<file path="src/phb_pkg.sv">
// Shared types and constants for the particle histogram binner.
// Used by phb_calc, phb_mem and particle_histogram_binner_top.
`default_nettype none

package phb_pkg;

  localparam int MAX_BINS  = 4096;
  localparam int BIN_W     = $clog2(MAX_BINS);
  localparam int COUNT_W   = 32;
  localparam int POS_W     = 32;
  localparam int SCALE_W   = 32;
  localparam int NBINS_W   = 13;
  localparam int CFG_IDX_W = 2;
  localparam int CFG_W     = 32;

  // Input commands
  localparam logic CMD_ACCUM = 1'b0;
  localparam logic CMD_READ  = 1'b1;

  // Register indexes
  localparam logic [CFG_IDX_W-1:0] CFG_RANGE_LOW  = 2'd0;
  localparam logic [CFG_IDX_W-1:0] CFG_RANGE_HIGH = 2'd1;
  localparam logic [CFG_IDX_W-1:0] CFG_BIN_SCALE  = 2'd2;
  localparam logic [CFG_IDX_W-1:0] CFG_BIN_COUNT  = 2'd3;

  // Register reset values
  localparam logic signed [POS_W-1:0] RANGE_LOW_RST  = 32'sh0000_0000;
  localparam logic signed [POS_W-1:0] RANGE_HIGH_RST = 32'sh1000_0000;
  localparam logic [SCALE_W-1:0]      BIN_SCALE_RST  = 32'h0001_0000;
  localparam logic [NBINS_W-1:0]      BIN_COUNT_RST  = 13'd4096;

  typedef struct packed {
    logic                    command;
    logic signed [POS_W-1:0] position;
    logic [BIN_W-1:0]        bin_index;
  } hist_in_t;

  typedef struct packed {
    logic [BIN_W-1:0]   bin;
    logic [COUNT_W-1:0] count;
    logic               in_range;
  } hist_out_t;

  // Bin computation result handed to the control FSM
  typedef struct packed {
    logic             valid;
    logic             in_range;
    logic [BIN_W-1:0] bin;
  } calc_res_t;

  // Memory access request from the control FSM
  typedef struct packed {
    logic               rd_en;
    logic [BIN_W-1:0]   rd_addr;
    logic               wr_en;
    logic [BIN_W-1:0]   wr_addr;
    logic [COUNT_W-1:0] wr_data;
  } mem_req_t;

endpackage

`default_nettype wire

</file>
<file path="src/phb_calc.sv">
// Three-stage bin index pipeline: range check and offset, Q32.32 product,
// clamp to the last bin in use. Depends on phb_pkg.
`default_nettype none

module phb_calc (
  input  logic                              clk_i,
  input  logic                              rst_ni,
  input  logic                              start_i,
  input  logic signed [phb_pkg::POS_W-1:0]  position_i,
  input  logic signed [phb_pkg::POS_W-1:0]  range_low_i,
  input  logic signed [phb_pkg::POS_W-1:0]  range_high_i,
  input  logic [phb_pkg::SCALE_W-1:0]       bin_scale_i,
  input  logic [phb_pkg::BIN_W-1:0]         last_bin_i,
  output phb_pkg::calc_res_t                res_o
);
  import phb_pkg::*;

  localparam int PROD_W = POS_W + SCALE_W;
  localparam int IDX_W  = PROD_W - 32;

  logic             s1_valid_q, s2_valid_q, s3_valid_q;
  logic             s1_ok_q, s2_ok_q, s3_ok_q;
  logic [POS_W-1:0] diff_d, diff_q;
  logic             ok_d;
  logic [PROD_W-1:0] prod_d, prod_q;
  logic [IDX_W-1:0] idx;
  logic [BIN_W-1:0] bin_d, bin_q;

  // Difference is only meaningful when in range, where it fits 32 unsigned bits
  assign ok_d   = (position_i >= range_low_i) && (position_i <= range_high_i);
  assign diff_d = POS_W'(position_i - range_low_i);

  assign prod_d = PROD_W'(diff_q) * PROD_W'(bin_scale_i);

  // Clamp anything past the last bin, including a position at the upper cut
  assign idx   = prod_q[PROD_W-1:32];
  assign bin_d = (idx > IDX_W'(last_bin_i)) ? last_bin_i : idx[BIN_W-1:0];

  always_ff @(posedge clk_i or negedge rst_ni) begin
    if (!rst_ni) begin
      s1_valid_q <= 1'b0;
      s2_valid_q <= 1'b0;
      s3_valid_q <= 1'b0;
    end else begin
      s1_valid_q <= start_i;
      s2_valid_q <= s1_valid_q;
      s3_valid_q <= s2_valid_q;
    end
  end

  always_ff @(posedge clk_i) begin
    diff_q  <= diff_d;
    s1_ok_q <= ok_d;
    prod_q  <= prod_d;
    s2_ok_q <= s1_ok_q;
    bin_q   <= bin_d;
    s3_ok_q <= s2_ok_q;
  end

  assign res_o.valid    = s3_valid_q;
  assign res_o.in_range = s3_ok_q;
  assign res_o.bin      = bin_q;

endmodule

`default_nettype wire

</file>
<file path="config.mk">
export PLATFORM = sky130hd
export DESIGN_NAME = phb_calc
export DESIGN_NICKNAME = d
export VERILOG_FILES = /design/src/phb_pkg.sv /design/src/phb_calc.sv
export SDC_FILE = /design/constraint.sdc
export NUM_CORES = 2
export LEC_CHECK = 0
export ABC_CLOCK_PERIOD_IN_PS = 6200
export BUFFER_PORTS_ARGS = -buffer_cell sky130_fd_sc_hd__buf_2
export CORE_AREA = 2 2 331 333
export CTS_BUF_LIST = sky130_fd_sc_hd__clkbuf_4
export DETAILED_ROUTE_END_ITERATION = 8
export DIE_AREA = 0 0 333 335
export PLACE_DENSITY = 0.48
export SETUP_SLACK_MARGIN = 0.15
export SYNTH_ARGS = -nofsm -noshare
export SYNTH_HDL_FRONTEND = slang
export SYNTH_SLANG_ARGS = --single-unit
</file>
<file path="constraint.sdc">
create_clock -name clk_i -period 6.2 [get_ports clk_i]
set_input_delay 0 -clock clk_i [delete_from_list [all_inputs] [get_ports clk_i]]
set_output_delay 0 -clock clk_i [all_outputs]
set_load 0.01 [all_outputs]
</file>
==> results.py <==
metrics = {
    "logic_synthesis": {
        "yosysWarnings": 0,
        "synth-edff-count": 0,
        "avgSynthCellArea_um2": 9.070,
        "yosysMostFrequentCell": "inv_1",
        "synthTopCellsByArea": "fa_1 48%, ha_1 11%, and2_1 10%",
        "ys_seq_area_share_pct": 4.424,
        "synth_top_area_cell": "fa_1",
        "synth.distinct_cells": 65,
        "synth_cells": 4129,
        "async_flop_share_pct": 3.659,
        "ys_top_cells_by_count": "960 x inv_1, 896 x fa_1, 616 x and2_1",
        "synth_seq_cells": 82,
        "syn_nets": 5504,
        "synth_top_area_share_pct": 47.90,
        "ys_dominant_reg_cell": "dfxtp_1",
        "syn-cell-area_um2": 37450,
    },
    "setup_path": {
        "slowest_delay_ps": 600,
        "slowest_stage": "fa_1",
        "crit_fanout": 9,
        "r2r_start": "diff_q[12]$_DFF_P_",
        "path_buf_inv": 6,
        "worstSetupEndpointType": "register",
        "worst_r2r_path_depth": 24,
        "worstSetupPathType": "register to register",
        "cp-start-kind": "register",
        "worst_ep_required_time_ps": 6670,
        "rrSetupSlack_ps": -870,
        "crit_chain": "buf_12, and2_4, fa_1, inv_2, fa_1, inv_2, fa_1, fa_1, fa_1, fa_1, fa_1, fa_1, ha_4, buf_4, o21ai_1, buf_4, nand2b_1, and3b_2, a211oi_4, buf_6, o221ai_4, o31ai_4, nor2_1, o31a_1",
        "reg2reg_to": "prod_q[58]$_DFF_P_",
        "cp_top_family": "adder cells",
        "crit_top_cell": "fa_1",
        "cp_data_arrival_time_ps": 7540,
    },
    "floorplanning": {
        "io_pins": 157,
        "start_util_pct": 34.64,
        "die_y_um": 335,
        "core-area_um2": 108100,
        "num_rows": 121,
        "die-area_um2": 111600,
        "die_w_um": 333,
    },
    "timing": {
        "clock.fmax_ghz": 0.1414,
        "final_hold_viol_count": 0,
        "setup_slack_ps": -870.9,
        "grt_setup_unrepaired": "yes",
        "slew-limit-headroom_pct": 36.36,
        "final_max_slew_viol_count": 0,
        "setup_viol": 32,
        "fin_crit_sh_pct": 114.0,
        "skew_ps": 35.94,
        "tightestPinTransition_ps": 945.9,
        "period_minus_slack_ps": 7071,
    },
    "global_route": {
        "grt_max_degree": 24,
        "grt_pass1_vias": 31009,
        "antenna_found_initial": 7,
        "grt_pass1_wl_mm": 171.7,
        "grtUsageTotal_pct": 19.79,
        "grt.overflow.total": 0,
    },
    "min_path": {
        "min-delay-start": "range_low_i[5]",
        "min_path_cells": 5,
        "min_path_type": "primary input to register",
        "hold_end": "diff_q[9]$_DFF_P_",
    },
    "finish": {
        "area_delta_synth_final_pct": 20.96,
        "fin_nets": 5963,
        "drive_above_1_share_pct": 18.75,
        "fillers": 10937,
        "seq_area_um2": 1733,
        "multi_input_area_um2": 32600,
    },
    "route": {
        "drtIter0Drc": 1145,
        "wire_per_inst_um": 17.74,
        "drc_errors": 0,
        "wl_mm": 106.6,
        "via_per_inst": 4.644,
        "postRouteAntennaNets": 0,
        "first_pass_iters": 7,
        "via_count": 27918,
    },
    "clock_network": {
        "clk_pin_slew_worst_paths_ps": 170,
        "htreeDepth": 3,
        "cts_max_path_buffers": 2,
        "cts_tree": "done",
        "cts-root-buf": "clkbuf_4",
        "cts_buffers": 9,
        "worst_skew_pair.late_latency_ps": 570,
        "cts_sinks": 82,
    },
    "status": {
        "outcome": "finished, violations left",
        "violations": "setup timing",
    },
    "placement": {
        "post-dp-hpwl_mm": 93.99,
        "numPortBuffers": 156,
        "gp_congestion": 0.8484,
        "pre_cts_slack_ps": -1144,
    },
    "job": {
        "maxCapViolations": 0,
    },
}
==> how the worst max path moves through the flow <==
stage / endpoint / cells after the start / start
floorplan: prod_q[58]$_DFF_P_ / 22 / diff_q[24]$_DFF_P_
global placement: prod_q[58]$_DFF_P_ / 22 / bin_scale_i[9]
detailed placement: prod_q[58]$_DFF_P_ / 22 / bin_scale_i[9]
CTS: prod_q[58]$_DFF_P_ / 26 / diff_q[11]$_DFF_P_
global route: prod_q[58]$_DFF_P_ / 24 / diff_q[27]$_DFF_P_
finish: prod_q[58]$_DFF_P_ / 24 / diff_q[12]$_DFF_P_
==> state kept, by name, summed over array words and instances, names as in the netlist <==
signal and count:
bin_q 12, diff_q 32, prod_q 32, s1_ok_q 1, s1_valid_q 1, s2_ok_q 1, s2_valid_q 1, s3_ok_q 1
s3_valid_q 1
==> routing by layer <==
layer  track usage, %  part of all wire (%)  up-vias  routed length (um)
met5                0                 0.015        -                  16
met2            37.56                    54      321               57650
met3            1.394                   2.3       99                2480
met1            24.32                    41    14412               44160
li1                 -                     -    13084                   -
met4            4.467                   2.2        2                2331
==> cells by family after synthesis <==
logic type / after synthesis / share of synthesized area (%)
AOI/OAI and AO/OA: 303 / 5.282
xor gates and xnor gates: 59 / 1.380
adders and majority gates: 1232 / 59.12
buffers and inverters: 1174 / 11.79
DFF: 82 / 4.424
muxes: 15 / 0.4410
and+or+nand+nor: 1264 / 17.56
==> worst min-delay path, delay by kind of cell <==
family / cells / cell delay (ps)
compound gates: 1 / 140
fa+ha+maj: 1 / 200
buf+inv: 2 / 140
simple gates: 1 / 90
==> layout make-up <==
cell class              count  share of cell area [%]
inverters                 960                   7.955
diodes                      5                 0.02762
well taps                1414                   3.906
multi-input cells        2873                   71.98
repair buffers            662                   12.01
clock inverters             7                  0.1464
flip-flops and latches     82                   3.826
clock buffers               9                  0.1492
==> layout by cell type, fill, tap and decap left out, drive strengths merged, types with 11 or more instances in the layout <==
cell type / n
nand4: 24
a21oi: 95
o21a: 11
o21bai: 11
nor2: 48
nand3: 22
ha: 336
dfxtp: 79
nor2b: 18
buf: 572
mux2: 12
clkbuf: 12
fa: 896
inv: 965
xnor2: 38
dlygate4sd3: 86
a21o: 54
and3: 16
and2: 616
xor2: 21
nand2: 473
nor3: 15
o21ai: 60
nor4: 12
==> stage by stage <==
step / std cells / setup TNS (ps) / util, % / instance area [um2] / hold WS, ps
final: 6012 / -20910 / 41.90 / 45300 / 61.26
after detailed placement: 5874 / -30910 / 39.58 / 42790 / -200.3
after CTS: 5991 / -21460 / 41.34 / 44690 / 5.334
after global placement: 5874 / -29340 / 39.58 / 42790 / -204.3
after global routing: 6012 / -27180 / 41.90 / 45300 / 52.82
after floorplan: 4129 / -4469 / - / 37940 / -295.6
==> what timing repair did <==
action,4_1_cts,5_1_grt
pin swaps,115,63
setup endpoints to repair,32,32
setup buffers,14,15
hold buffers,86,0
gates resized for setup,187,113
gates cloned,1,1
endpoints found under the hold margin,47,0
Power is left out: the tool's default activity adds up to more than one toggle a clock period on the data nets, which glitch-free logic cannot reach.
